File: config.mk
export PLATFORM = sky130hd
export DESIGN_NAME = row_reduce_sum_mean_max_argmax_unit_flat
export DESIGN_NICKNAME = d
export VERILOG_FILES = /design/src/hw/rtl/rrs_pkg.sv /design/src/hw/rtl/rrs_if.sv /design/src/hw/rtl/rrs_alu.sv /design/src/hw/rtl/rrs_cfg.sv /design/src/hw/rtl/row_reduce_sum_mean_max_argmax_unit.sv /design/src/flat_wrapper.sv
export SDC_FILE = /design/constraint.sdc
export NUM_CORES = 1
export LEC_CHECK = 0
export BUFFER_PORTS_ARGS = -buffer_cell sky130_fd_sc_hd__clkbuf_2
export CORE_MARGIN = 3
export CORE_UTILIZATION = 38
export CTS_CLUSTER_SIZE = 20
export DETAILED_ROUTE_END_ITERATION = 7
export HOLD_SLACK_MARGIN = 0.05
export RECOVER_POWER = 50
export SKIP_LAST_GASP = 1
export SYNTH_ARGS = -nofsm -noshare
export SYNTH_HDL_FRONTEND = slang
export SYNTH_SLANG_ARGS = --single-unit
File: constraint.sdc
create_clock -name clk -period 7.6 [get_ports clk]
set_input_delay 1.14 -clock clk [delete_from_list [all_inputs] [get_ports clk]]
set_output_delay 1.14 -clock clk [all_outputs]
set_load 0.03 [all_outputs]
File: src/hw/rtl/rrs_pkg.sv
// ----------------------------------------------------------------------------
// rrs_pkg: shared types and constants of the row reduction unit
// Widths, register map, reduction modes, sequencer states and the request
// format of the shared add/subtract unit.
// ----------------------------------------------------------------------------
package rrs_pkg;

	localparam int ELEM_W  = 32;
	localparam int SUM_W   = 48;
	localparam int POS_W   = 16;
	localparam int PADDR_W = 3;
	localparam int PDATA_W = 32;

	localparam int DEF_MAX_ROW_LENGTH = 65536;
	localparam int DEF_VALUE_WIDTH    = 32;

	// one quotient bit per divide step
	localparam int DIV_STEPS = SUM_W;
	localparam int STEP_W    = $clog2(DIV_STEPS);

	// word index of the mode register
	localparam logic [PADDR_W-3:0] REG_MODE = '0;

	typedef enum logic [1:0] {
		MODE_SUM    = 2'd0,
		MODE_MEAN   = 2'd1,
		MODE_MAX    = 2'd2,
		MODE_ARGMAX = 2'd3
	} mode_t;

	typedef enum logic [2:0] {
		ST_IDLE,
		ST_ACC,
		ST_CMP,
		ST_ABS,
		ST_DIV,
		ST_SIGN,
		ST_FIN
	} state_t;

	typedef enum logic {
		ALU_ADD,
		ALU_SUB
	} alu_op_t;

	typedef struct packed {
		alu_op_t                 op;
		logic signed [SUM_W-1:0] a;
		logic signed [SUM_W-1:0] b;
	} alu_req_t;

endpackage

File: src/hw/rtl/rrs_if.sv
// ----------------------------------------------------------------------------
// rrs_elem_if / rrs_result_if: item channels of the row reduction unit
// Valid/ready channels carrying row elements in and reduced results out.
// ----------------------------------------------------------------------------
interface rrs_elem_if;
	import rrs_pkg::*;

	logic                     valid;
	logic                     ready;
	logic signed [ELEM_W-1:0] element_value;
	logic                     row_last;

	modport source (output valid, output element_value, output row_last, input ready);
	modport sink   (input valid, input element_value, input row_last, output ready);
endinterface

interface rrs_result_if;
	import rrs_pkg::*;

	logic                    valid;
	logic                    ready;
	logic signed [SUM_W-1:0] reduced_value;
	logic [POS_W-1:0]        best_position;
	logic                    row_too_long;

	modport source (output valid, output reduced_value, output best_position,
		output row_too_long, input ready);
	modport sink   (input valid, input reduced_value, input best_position,
		input row_too_long, output ready);
endinterface

File: src/hw/rtl/rrs_alu.sv
// ----------------------------------------------------------------------------
// rrs_alu: shared add/subtract unit
// One signed adder with a guard bit; serves accumulate, compare, negate and
// the divide steps.
// ----------------------------------------------------------------------------
module rrs_alu (
	input  rrs_pkg::alu_req_t                req,
	output logic signed [rrs_pkg::SUM_W:0]   res
);
	import rrs_pkg::*;

	logic signed [SUM_W:0] a_x;
	logic signed [SUM_W:0] b_x;

	assign a_x = {req.a[SUM_W-1], req.a};
	assign b_x = {req.b[SUM_W-1], req.b};

	always_comb begin
		unique case (req.op)
			ALU_ADD: res = a_x + b_x;
			ALU_SUB: res = a_x - b_x;
			default: res = a_x + b_x;
		endcase
	end
endmodule

File: src/hw/rtl/rrs_cfg.sv
// ----------------------------------------------------------------------------
// rrs_cfg: configuration register port
// APB-style access to the reduction mode register.
// ----------------------------------------------------------------------------
module rrs_cfg (
	input  logic                          clk,
	input  logic                          arst_n,
	input  logic                          psel,
	input  logic                          penable,
	input  logic                          pwrite,
	input  logic [rrs_pkg::PADDR_W-1:0]   paddr,
	input  logic [rrs_pkg::PDATA_W-1:0]   pwdata,
	output logic [rrs_pkg::PDATA_W-1:0]   prdata,
	output logic                          pready,
	output rrs_pkg::mode_t                reduce_mode
);
	import rrs_pkg::*;

	logic  hit;
	mode_t mode_q;

	assign pready      = 1'b1;
	assign hit         = (paddr[PADDR_W-1:2] == REG_MODE);
	assign reduce_mode = mode_q;

	always_ff @(posedge clk or negedge arst_n) begin
		if (!arst_n) begin
			mode_q <= MODE_SUM;
		end else if (psel && penable && pwrite && pready && hit) begin
			mode_q <= mode_t'(pwdata[1:0]);
		end
	end

	always_comb begin
		prdata = '0;
		if (hit) begin
			prdata = PDATA_W'(mode_q);
		end
	end
endmodule

File: src/hw/rtl/row_reduce_sum_mean_max_argmax_unit.sv
// ----------------------------------------------------------------------------
// row_reduce_sum_mean_max_argmax_unit: streaming row sum/mean/max/argmax
// Takes one row element per item and gives one result per row in the mode
// set in the mode register, all arithmetic through one shared adder.
// ----------------------------------------------------------------------------
//
//  channel  | kind            | payload
//  ---------+-----------------+---------------------------------------------
//  elem     | valid/ready in  | element_value[31:0] signed, row_last
//  result   | valid/ready out | reduced_value[47:0] signed, best_position,
//           |                 | row_too_long
//  apb      | register port   | reduce_mode at byte address 0
//
// Steps: an element passes through accept, accumulate and compare, and the
// last one of a row goes on to load the result register. In mean mode the
// row end adds a negate, 48 restoring divide steps and a sign fix, all on
// the shared adder. Elements past MAX_ROW_LENGTH are accepted and dropped.
// Reset clears the running row state, the mode and the result valid at once.
// A waiting result does not block new elements; only a row end stalls until
// the result register is free.
module row_reduce_sum_mean_max_argmax_unit #(
	parameter int MAX_ROW_LENGTH = rrs_pkg::DEF_MAX_ROW_LENGTH,
	parameter int VALUE_WIDTH    = rrs_pkg::DEF_VALUE_WIDTH
) (
	input  logic                          clk,
	input  logic                          arst_n,
	rrs_elem_if.sink                      elem,
	rrs_result_if.source                  result,
	input  logic                          psel,
	input  logic                          penable,
	input  logic                          pwrite,
	input  logic [rrs_pkg::PADDR_W-1:0]   paddr,
	input  logic [rrs_pkg::PDATA_W-1:0]   pwdata,
	output logic [rrs_pkg::PDATA_W-1:0]   prdata,
	output logic                          pready
);
	import rrs_pkg::*;

	localparam int CNT_W = $clog2(MAX_ROW_LENGTH + 1);
	localparam int IDX_W = $clog2(MAX_ROW_LENGTH);

	state_t state_q, state_d;
	mode_t  reduce_mode;

	// running row state
	logic signed [SUM_W-1:0]       sum_q;
	logic signed [VALUE_WIDTH-1:0] best_q;
	logic [IDX_W-1:0]              idx_q;
	logic [CNT_W-1:0]              count_q;
	logic                          started_q;
	logic                          ovf_q;

	// current element
	logic signed [VALUE_WIDTH-1:0] val_q;
	logic                          last_q;

	// divider: remainder and dividend/quotient shift register
	logic [CNT_W-1:0]  rem_q;
	logic [SUM_W-1:0]  dq_q;
	logic [STEP_W-1:0] step_q;
	logic [CNT_W:0]    shifted;

	// result register
	logic                    out_valid_q;
	logic signed [SUM_W-1:0] out_value_q;
	logic [POS_W-1:0]        out_pos_q;
	logic                    out_ovf_q;

	alu_req_t              alu_req;
	logic signed [SUM_W:0] alu_res;
	logic                  accept;
	logic                  load_out;
	logic                  row_full;
	logic                  greater;
	logic                  elem_ready;
	state_t                end_state;

	rrs_cfg u_cfg (
		.clk        (clk),
		.arst_n     (arst_n),
		.psel       (psel),
		.penable    (penable),
		.pwrite     (pwrite),
		.paddr      (paddr),
		.pwdata     (pwdata),
		.prdata     (prdata),
		.pready     (pready),
		.reduce_mode(reduce_mode)
	);

	rrs_alu u_alu (
		.req(alu_req),
		.res(alu_res)
	);

	assign elem.ready   = elem_ready;
	assign accept       = elem.valid && elem_ready;
	assign row_full     = (count_q == CNT_W'(MAX_ROW_LENGTH));
	assign shifted      = {rem_q, dq_q[SUM_W-1]};
	// strictly greater only, so the first maximum keeps its place
	assign greater      = !alu_res[SUM_W] && (alu_res != '0);
	assign end_state    = (reduce_mode == MODE_MEAN) ? ST_ABS : ST_FIN;

	assign result.valid         = out_valid_q;
	assign result.reduced_value = out_value_q;
	assign result.best_position = out_pos_q;
	assign result.row_too_long  = out_ovf_q;

	always_ff @(posedge clk or negedge arst_n) begin
		if (!arst_n) begin
			state_q <= ST_IDLE;
		end else begin
			state_q <= state_d;
		end
	end

	// sequencer: next state and the shared adder's operands
	always_comb begin
		state_d    = state_q;
		elem_ready = 1'b0;
		load_out   = 1'b0;
		alu_req    = '{op: ALU_ADD, a: '0, b: '0};
		unique case (state_q)
			ST_IDLE: begin
				elem_ready = 1'b1;
				if (elem.valid) begin
					if (!row_full) begin
						state_d = ST_ACC;
					end else if (elem.row_last) begin
						state_d = end_state;
					end
				end
			end
			ST_ACC: begin
				alu_req = '{op: ALU_ADD, a: sum_q, b: SUM_W'(val_q)};
				state_d = ST_CMP;
			end
			ST_CMP: begin
				alu_req = '{op: ALU_SUB, a: SUM_W'(val_q), b: SUM_W'(best_q)};
				state_d = last_q ? end_state : ST_IDLE;
			end
			ST_ABS: begin
				alu_req = '{op: ALU_SUB, a: '0, b: sum_q};
				state_d = ST_DIV;
			end
			ST_DIV: begin
				alu_req = '{op: ALU_SUB, a: SUM_W'(shifted), b: SUM_W'(count_q)};
				if (step_q == STEP_W'(DIV_STEPS - 1)) begin
					state_d = ST_SIGN;
				end
			end
			ST_SIGN: begin
				alu_req = '{op: ALU_SUB, a: '0, b: dq_q};
				state_d = ST_FIN;
			end
			ST_FIN: begin
				// hold here while the previous result is still unclaimed
				if (!out_valid_q || result.ready) begin
					load_out = 1'b1;
					state_d  = ST_IDLE;
				end
			end
			default: state_d = ST_IDLE;
		endcase
	end

	// running row state, cleared at reset and when a row's result is loaded
	always_ff @(posedge clk or negedge arst_n) begin
		if (!arst_n) begin
			sum_q       <= '0;
			best_q      <= '0;
			idx_q       <= '0;
			count_q     <= '0;
			started_q   <= 1'b0;
			ovf_q       <= 1'b0;
			out_valid_q <= 1'b0;
		end else begin
			if (load_out) begin
				sum_q       <= '0;
				best_q      <= '0;
				idx_q       <= '0;
				count_q     <= '0;
				started_q   <= 1'b0;
				ovf_q       <= 1'b0;
				out_valid_q <= 1'b1;
			end else begin
				if (result.ready) begin
					out_valid_q <= 1'b0;
				end
				// drop elements past the row limit, remember the overflow
				if (accept && row_full) begin
					ovf_q <= 1'b1;
				end
				if (state_q == ST_ACC) begin
					sum_q <= alu_res[SUM_W-1:0];
				end
				if (state_q == ST_CMP) begin
					if (!started_q || greater) begin
						best_q    <= val_q;
						idx_q     <= count_q[IDX_W-1:0];
						started_q <= 1'b1;
					end
					count_q <= count_q + CNT_W'(1);
				end
			end
		end
	end

	// element capture, divider and result payload
	always_ff @(posedge clk) begin
		if (accept) begin
			val_q  <= elem.element_value[VALUE_WIDTH-1:0];
			last_q <= elem.row_last;
		end
		unique case (state_q)
			ST_ABS: begin
				dq_q   <= sum_q[SUM_W-1] ? alu_res[SUM_W-1:0] : sum_q;
				rem_q  <= '0;
				step_q <= '0;
			end
			ST_DIV: begin
				// restoring step: keep the difference when it does not go negative
				rem_q  <= alu_res[SUM_W] ? shifted[CNT_W-1:0] : alu_res[CNT_W-1:0];
				dq_q   <= {dq_q[SUM_W-2:0], !alu_res[SUM_W]};
				step_q <= step_q + STEP_W'(1);
			end
			ST_SIGN: begin
				// truncate toward zero: negate the magnitude quotient for a negative sum
				if (sum_q[SUM_W-1]) begin
					dq_q <= alu_res[SUM_W-1:0];
				end
			end
			default: begin
			end
		endcase
		if (load_out) begin
			case (reduce_mode)
				MODE_SUM:    out_value_q <= sum_q;
				MODE_MEAN:   out_value_q <= dq_q;
				MODE_MAX:    out_value_q <= SUM_W'(best_q);
				MODE_ARGMAX: out_value_q <= SUM_W'(idx_q);
				default:     out_value_q <= sum_q;
			endcase
			out_pos_q <= POS_W'(idx_q);
			out_ovf_q <= ovf_q;
		end
	end
endmodule

File: src/flat_wrapper.sv
// flat-port wrapper written by rule: the top's interface ports become plain ports
module row_reduce_sum_mean_max_argmax_unit_flat import rrs_pkg::*;
#(
	parameter int MAX_ROW_LENGTH = rrs_pkg::DEF_MAX_ROW_LENGTH,
	parameter int VALUE_WIDTH    = rrs_pkg::DEF_VALUE_WIDTH
)
  (clk, arst_n, psel, penable, pwrite, paddr, pwdata, prdata, pready, elem_valid, elem_element_value, elem_row_last, elem_ready, result_valid, result_reduced_value, result_best_position, result_row_too_long, result_ready);
  rrs_elem_if elem_i ();
  rrs_result_if result_i ();
  input  logic clk;
  input  logic arst_n;
  input  logic psel;
  input  logic penable;
  input  logic pwrite;
  input  logic [rrs_pkg::PADDR_W-1:0] paddr;
  input  logic [rrs_pkg::PDATA_W-1:0] pwdata;
  output logic [rrs_pkg::PDATA_W-1:0] prdata;
  output logic pready;
  input wire logic [$bits(elem_i.valid)-1:0] elem_valid;
  input wire logic [$bits(elem_i.element_value)-1:0] elem_element_value;
  input wire logic [$bits(elem_i.row_last)-1:0] elem_row_last;
  output wire logic [$bits(elem_i.ready)-1:0] elem_ready;
  output wire logic [$bits(result_i.valid)-1:0] result_valid;
  output wire logic [$bits(result_i.reduced_value)-1:0] result_reduced_value;
  output wire logic [$bits(result_i.best_position)-1:0] result_best_position;
  output wire logic [$bits(result_i.row_too_long)-1:0] result_row_too_long;
  input wire logic [$bits(result_i.ready)-1:0] result_ready;
  assign elem_i.valid = elem_valid;
  assign elem_i.element_value = elem_element_value;
  assign elem_i.row_last = elem_row_last;
  assign elem_ready = elem_i.ready;
  assign result_valid = result_i.valid;
  assign result_reduced_value = result_i.reduced_value;
  assign result_best_position = result_i.best_position;
  assign result_row_too_long = result_i.row_too_long;
  assign result_i.ready = result_ready;
  row_reduce_sum_mean_max_argmax_unit #(.MAX_ROW_LENGTH(MAX_ROW_LENGTH), .VALUE_WIDTH(VALUE_WIDTH)) u_core (.clk(clk), .arst_n(arst_n), .elem(elem_i), .result(result_i), .psel(psel), .penable(penable), .pwrite(pwrite), .paddr(paddr), .pwdata(pwdata), .prdata(prdata), .pready(pready));
endmodule
=== After elaboration in Yosys (flattened, before gate mapping) ===
Cells that the tools add are included.
Widths: inputs -> output; s select.

* Register bits: 290
* Output and inout bits: 100

* $add $sub $neg: 4
* Equality and inequality tests: 16
* Mux-type cells: 38
* Bitwise gates (word level): 2
* Reductions and logical operators: 24

{| class="wikitable"
|+ Operators by type and width
! cell !! count
|-
| $pmux 97 s5 || 1
|-
| $mux 48 || 4
|-
| $pmux 48 s4 || 1
|-
| $pmux 48 s3 || 1
|-
| $pmux 49 s2 || 1
|-
| $mux 32 || 3
|-
| $mux 17 || 3
|-
| $add 48x48->49 || 1
|-
| $reduce_bool 49->1 || 1
|-
| $sub 48x48->49 || 1
|-
| $mux 16 || 3
|-
| $pmux 17 s2 || 1
|-
| $mux 3 || 7
|-
| $pmux 3 s7 || 1
|-
| $add 17x1->17 const B || 1
|-
| $eq 17x17->1 const B || 1
|-
| $pmux 6 s2 || 1
|-
| $reduce_bool 2->1 || 6
|-
| $mux 1 || 10
|-
| $eq 3x3->1 const B || 3
|-
| $add 6x1->6 const B || 1
|-
| $eq 3x2->1 const B || 2
|-
| $eq 6x6->1 const B || 1
|-
| $logic_and 1x1->1 || 6
|-
| other kinds (15) || 23
|}

=== Longest topological paths before layout ===
* Word-level depth: 10
* Mapped depth: 34
* Mapped depth without buffers: 26

=== Modules after synthesis ===
Synthesis repeated with hierarchy kept, for this count alone.

* Cells, all modules: 1942
* Area, all modules: 19120.8 µm²

{| class="wikitable"
|+ Modules (own cells, without submodules)
! module !! instances !! cells each !! area an instance (µm²) !! seq. area each (µm²)
|-
| row_reduce_sum_mean_max_argmax_unit || 1 || 1351 || 14964.4 || 8052.7
|-
| rrs_alu || 1 || 551 || 3794.9 || 0.0
|-
| rrs_cfg || 1 || 40 || 361.6 || 50.0
|}

=== Worst setup path before layout ===
Ideal clock, no wire load.

* Path type: reg-to-reg
* From: reg u_core.state_q[1]
* To: reg u_core.idx_q[8]
* Arrival: 6958 ps
* Data required time: 7479 ps
* Slack: 521 ps
* Stages on the path, launching flop included: 34
* Path buffers: 8
* Period minus slack after synthesis: 7079 ps
* Path through: dfrtp_1 buf_4 buf_2 inv_1 clkbuf_1 ha_1 buf_2 inv_1 nor2_1 clkbuf_1 o21ai_1 nand4b_1 or3b_1 nor2_2 nand4_1 or3_1 and3_1 a21oi_1 ha_1 and4_1 and3_1 clkbuf_1 a21oi_1 a31oi_1 a211o_1 or3_1 a21oi_1 nor4bb_1 and4_1 a31oi_2 and2_4 buf_4 buf_6 a22o_1

* Cells in the longest elaborated chain, start to end: 9
* Elaborated cells between the ends (all ways): 20

{| class="wikitable"
|+ RTL lines
! item !! line !! source
|-
| start: declaration || row_reduce_sum_mean_max_argmax_unit.sv:42 || <nowiki>state_t state_q, state_d;</nowiki>
|-
| start signal: assignment || row_reduce_sum_mean_max_argmax_unit.sv:113 || <nowiki>state_q <= state_d;</nowiki>
|-
| $eq 3x3->1 (tied with other cells) || row_reduce_sum_mean_max_argmax_unit.sv:123 || <nowiki>unique case (state_q)</nowiki>
|-
| $pmux 97 s5 || row_reduce_sum_mean_max_argmax_unit.sv:123 ||
|-
| $sub 48x48->49 (tied with other cells) || rrs_alu.sv:21 || <nowiki>ALU_SUB: res = a_x - b_x;</nowiki>
|-
| $pmux 49 s2 || rrs_alu.sv:19 || <nowiki>unique case (req.op)</nowiki>
|-
| $reduce_bool 49->1 or $logic_not 1->1 (tied branches) || row_reduce_sum_mean_max_argmax_unit.sv:101 || <nowiki>assign greater = !alu_res[SUM_W] && (alu_res != '0);</nowiki>
|-
| $logic_and 1x1->1 || row_reduce_sum_mean_max_argmax_unit.sv:101 ||
|-
| $logic_or 1x1->1 || row_reduce_sum_mean_max_argmax_unit.sv:198 || <nowiki>if (!started_q || greater) begin</nowiki>
|-
| $reduce_bool 2->1 (no source line) || - ||
|-
| $reduce_and 2->1 (no source line) || - ||
|-
| end signal: assignment || row_reduce_sum_mean_max_argmax_unit.sv:200 || <nowiki>idx_q <= count_q[IDX_W-1:0];</nowiki>
|-
| end: declaration || row_reduce_sum_mean_max_argmax_unit.sv:48 || <nowiki>logic [IDX_W-1:0] idx_q;</nowiki>
|}

Parallel ways exist; a longest one is shown, timed or not.
A chain may end at the register's enable or synchronous reset.

=== Worst setup path after layout ===
* From: reg u_core.state_q[0]
* To: reg u_core.best_q[5]

* Cells in the longest elaborated chain, start to end: 9
* Elaborated cells between the ends (all ways): 20

{| class="wikitable"
|+ RTL lines
! item !! line !! source
|-
| $eq 3x3->1 (tied with other cells) || row_reduce_sum_mean_max_argmax_unit.sv:123 ||
|-
| $pmux 97 s5 || row_reduce_sum_mean_max_argmax_unit.sv:123 ||
|-
| $sub 48x48->49 (tied with other cells) || rrs_alu.sv:21 ||
|-
| $pmux 49 s2 || rrs_alu.sv:19 ||
|-
| $reduce_bool 49->1 or $logic_not 1->1 (tied branches) || row_reduce_sum_mean_max_argmax_unit.sv:101 ||
|-
| $logic_and 1x1->1 || row_reduce_sum_mean_max_argmax_unit.sv:101 ||
|-
| $logic_or 1x1->1 || row_reduce_sum_mean_max_argmax_unit.sv:198 ||
|-
| $reduce_bool 2->1 (no source line) || - ||
|-
| $reduce_and 2->1 (no source line) || - ||
|-
| end signal: assignment || row_reduce_sum_mean_max_argmax_unit.sv:199 || <nowiki>best_q <= val_q;</nowiki>
|-
| end: declaration || row_reduce_sum_mean_max_argmax_unit.sv:47 || <nowiki>logic signed [VALUE_WIDTH-1:0] best_q;</nowiki>
|}

Parallel ways exist; a longest one is shown, timed or not.

==> metrics.md <==
| Metric | Value |
|---|---|
| Status | `finished with violations` |
| Failing checks | `max-capacitance violations, max-slew violations` |
| CP arrival | `~7700 ps` |
| Tmin final | `between 7000 and 8000 ps` |
| CTS tree | `built` |
| Final period utilization | `between 90% and 100%` |
| CP max-delay cell | `dfrtp_4` |
| Kind of critical path | `reg -> reg` |
| CP max FO | `24` |
| Worst setup path end | `u_core.best_q[5]` |
| Data required time of the worst path | `about 8000 ps` |
| Routed vias | `18600` |
| CP startpoint kind | `flop` |
| Worst Tran Pin Value | `4110 ps` |
| Max incr delay on CP | `between 500 and 600 ps` |
| Buf/Inv on CP | `2` |
| Starting DRC count in detailed routing | `approximately 2500` |
| Synthesized area per cell | `9.32 um2` |
| Top-area cell type share of the netlist area | `between 20% and 30%` |
| DRT Pass-1 Iters | `6` |
| Placed Area | `around 22000 um2` |
| Fmax | `about 140 MHz` |
| Mux contribution to synthesized area | `between 8 and 9%` |
| Unrepaired setup endpoints after global routing | `false` |
| Flops & latches, synth | `between 200 and 300` |
| Maximum number of pins on one net before global-route repair | `between 60 and 70` |
| Diode count | `0` |
| Rel. slew slack | `-174%` |
| Number of flops mapped to enable cells by yosys | `approximately 170` |
| Post-Synthesis Cells | `~2100` |
| IO Count | `between 150 and 200` |
| Setup TNS | `0 ps` |
| Main combinational cell family by area after synthesis | `compound AO/OA/AOI/OAI gates` |
| CTS Buf Count | `37` |
| Skew final | `about 17 ps` |
| Initial Util | `around 39%` |
| Die Wd | `235 um` |
| Max cap viols | `5` |
| Worst r2r src | `u_core.state_q[0]` |
| Final slew viol count | `230` |
| Post-Route Utilization | `approximately 45%` |
| Adder-cell area share of the yosys netlist | `3.54%` |
| Hold slack | `approximately 460 ps` |
| Final instance area | `between 20000 and 25000 um2` |
| CP Depth | `27` |
| Core box area | `just over 50000 um2` |
| Worst Hold Launch | `u_core.ovf_q` |
| Area contributors post-synth | `edfxtp_1 25%, dfrtp_1 15%, mux2i_1 5.9%` |
| Worst R2R Path Depth | `27` |
| Die Y | `approximately 240 um` |
| H-tree levels | `2` |
| GPL Wtd Cong | `0.942` |
| Mean routed wirelength per cell | `around 26 um` |
| HP Class | `reg -> reg` |
| Clk pin slew, worst setup/hold paths | `~60 ps` |
| Global route total overflow | `0` |
| Post-detail-place hpwl | `roughly 57000 um` |
| # setup viols final | `0` |
| NumNets Final | `between 2000 and 2500` |
| CP delay by family, top | `simple AND/OR/NAND/NOR gates` |
| Sink Count | `290` |
| Synth-to-Final Area Change | `15.5%` |
| Post-CTS Hold Buffers | `0` |
| # rows | `83` |
| Root Driver | `clkbuf_16` |
| Final hold violations | `0` |
| Synth Area in XOR/XNOR | `~3.1%` |
| Sequential fraction of the synthesis area | `between 40 and 50%` |
| FFs w/ async S/R, synth | `41.7%` |
| Clk buf depth | `3` |
| Share of post-route cells with drive strength above 1 | `between 10% and 20%` |
| Clk_lat worst skew | `about 570 ps` |
| Netlist cell types | `~100` |
| First-pass GRT wire length | `approximately 110000 um` |
| Prevailing post-synth register cell | `edfxtp_1` |
| Post-synthesis simple-gate area fraction | `15.2%` |
| CP Capture Type | `flop` |
| Routed Antenna Nets | `0` |
| Most common cell on crit path | `a21oi_1` |
| Area leader, netlist | `edfxtp_1` |
| # port buffers | `around 110` |
| GRT Resource Usage Total | `approximately 27%` |
| Vias in the first global route | `between 15000 and 20000` |
| Vias per Instance | `6.16` |
| Mapped Area | `about 20000 um2` |
| DRC | `0` |
| Yosys warns | `0` |
| R2R setup slack | `about 370 ps` |
| Reg2reg end | `u_core.best_q[5]` |
| Total routed wirelength | `77700 um` |
| Die Footprint | `about 55000 um2` |
| Initial antenna violation count | `1` |
| Synth Area in Compound Gates | `between 20% and 30%` |
| CP Launch Point | `u_core.state_q[0]` |
==> flip-flops by register name, summed over array words and instances, names as in the netlist, 2 cells and up <==
register                     cells
u_core.dq_q                     48
u_core.result.reduced_value     48
u_core.sum_q                    48
u_core.best_q                   32
u_core.val_q                    32
u_core.count_q                  17
u_core.rem_q                    17
u_core.idx_q                    16
u_core.result.best_position     16
u_core.step_q                    6
u_core.state_q                   3
u_core.u_cfg.reduce_mode         2
==> layout by cell type, fill, tap and decap left out, types with 37 or more instances in the layout <==
master,netlist,layout
ha_1,55,54
clkbuf_2,0,39
o21ai_0,196,196
clkbuf_1,99,87
a21oi_1,153,152
nand2_1,253,253
dfrtp_1,121,116
a22o_1,87,87
mux2i_1,117,117
buf_4,39,163
o22ai_1,38,38
clkbuf_16,0,37
nor2_1,159,157
edfxtp_1,169,169
==> area by class of cell <==
| cell class | count | area (um2) |
|---|---|---|
| fill | 5020 | 28600 |
| inverter | 31 | 118 |
| clock inverter | 22 | 269 |
| multi-input combinational | 1666 | 11000 |
| timing repair buffer | 287 | 1830 |
| clock buffer | 46 | 970 |
| tap | 680 | 851 |
| sequential | 290 | 8110 |
==> kinds of logic after synthesis <==
group | count (synthesis)
AO/OA/AOI/OAI | 727
AND/OR/NAND/NOR | 640
flip-flops | 290
buffers and inverters | 222
multiplexers | 143
XOR/XNOR | 68
adder cells (fa/ha/maj) | 56
other | 2
==> layer usage <==
metal | GRT usage, % | vias to the layer above | routed length, um
met3 | 8.27 | 134 | 8840
li1 | - | 8349 | -
met1 | 39.9 | 9154 | 34700
met4 | 7.49 | 2 | 2160
met2 | 37.7 | 987 | 32000
met5 | 0 | - | 13
==> Yosys cell counts, drive strengths merged, types with 6 or more instances <==
library cell / count
a211oi: 22
a21boi: 10
a21o: 31
a21oi: 153
a221oi: 20
a22o: 87
a22oi: 34
a311oi: 11
a31oi: 12
and2: 18
and3: 20
and4: 11
buf: 92
clkbuf: 99
dfrtp: 121
edfxtp: 169
ha: 55
inv: 29
mux2: 10
mux2i: 117
mux4: 16
nand2: 253
nand2b: 20
nand3: 32
nand4: 23
nor2: 160
nor2b: 13
nor3: 30
nor4: 11
o2111ai: 9
o211ai: 15
o21a: 16
o21ai: 209
o21bai: 9
o22ai: 38
o31ai: 6
or2: 7
or3: 11
or4: 6
xnor2: 35
xor2: 33
==> worst min path at each step <==
| stage | cells after the start | slack (ps) | endpoint |
|---|---|---|---|
| after CTS | 0 | 460 | u_core.result.row_too_long |
| after global placement | 0 | 440 | u_core.result.row_too_long |
| after detailed placement | 0 | 450 | u_core.result.row_too_long |
| after global routing | 0 | 480 | u_core.result.row_too_long |
| after floorplan | 0 | 430 | u_core.result.row_too_long |
| final | 0 | 460 | u_core.result.row_too_long |
==> stage by stage <==
stage                     std cells  setup WS [ps]
after floorplan                2177            521
after global placement         2945            340
after detailed placement       2945            316
after CTS                      3013            274
after global routing           3022           16.9
final                          3022            366
==> repair_timing <==
| action | CTS | global route |
|---|---|---|
| hold endpoints to repair | 0 | 0 |
| setup endpoints to repair | 0 | 48 |
| setup buffers | 0 | 8 |
| gates resized for setup | 0 | 3 |
Power is not shown: default switching activity piles up to over one toggle a cycle in this logic, so the estimate is an artifact.
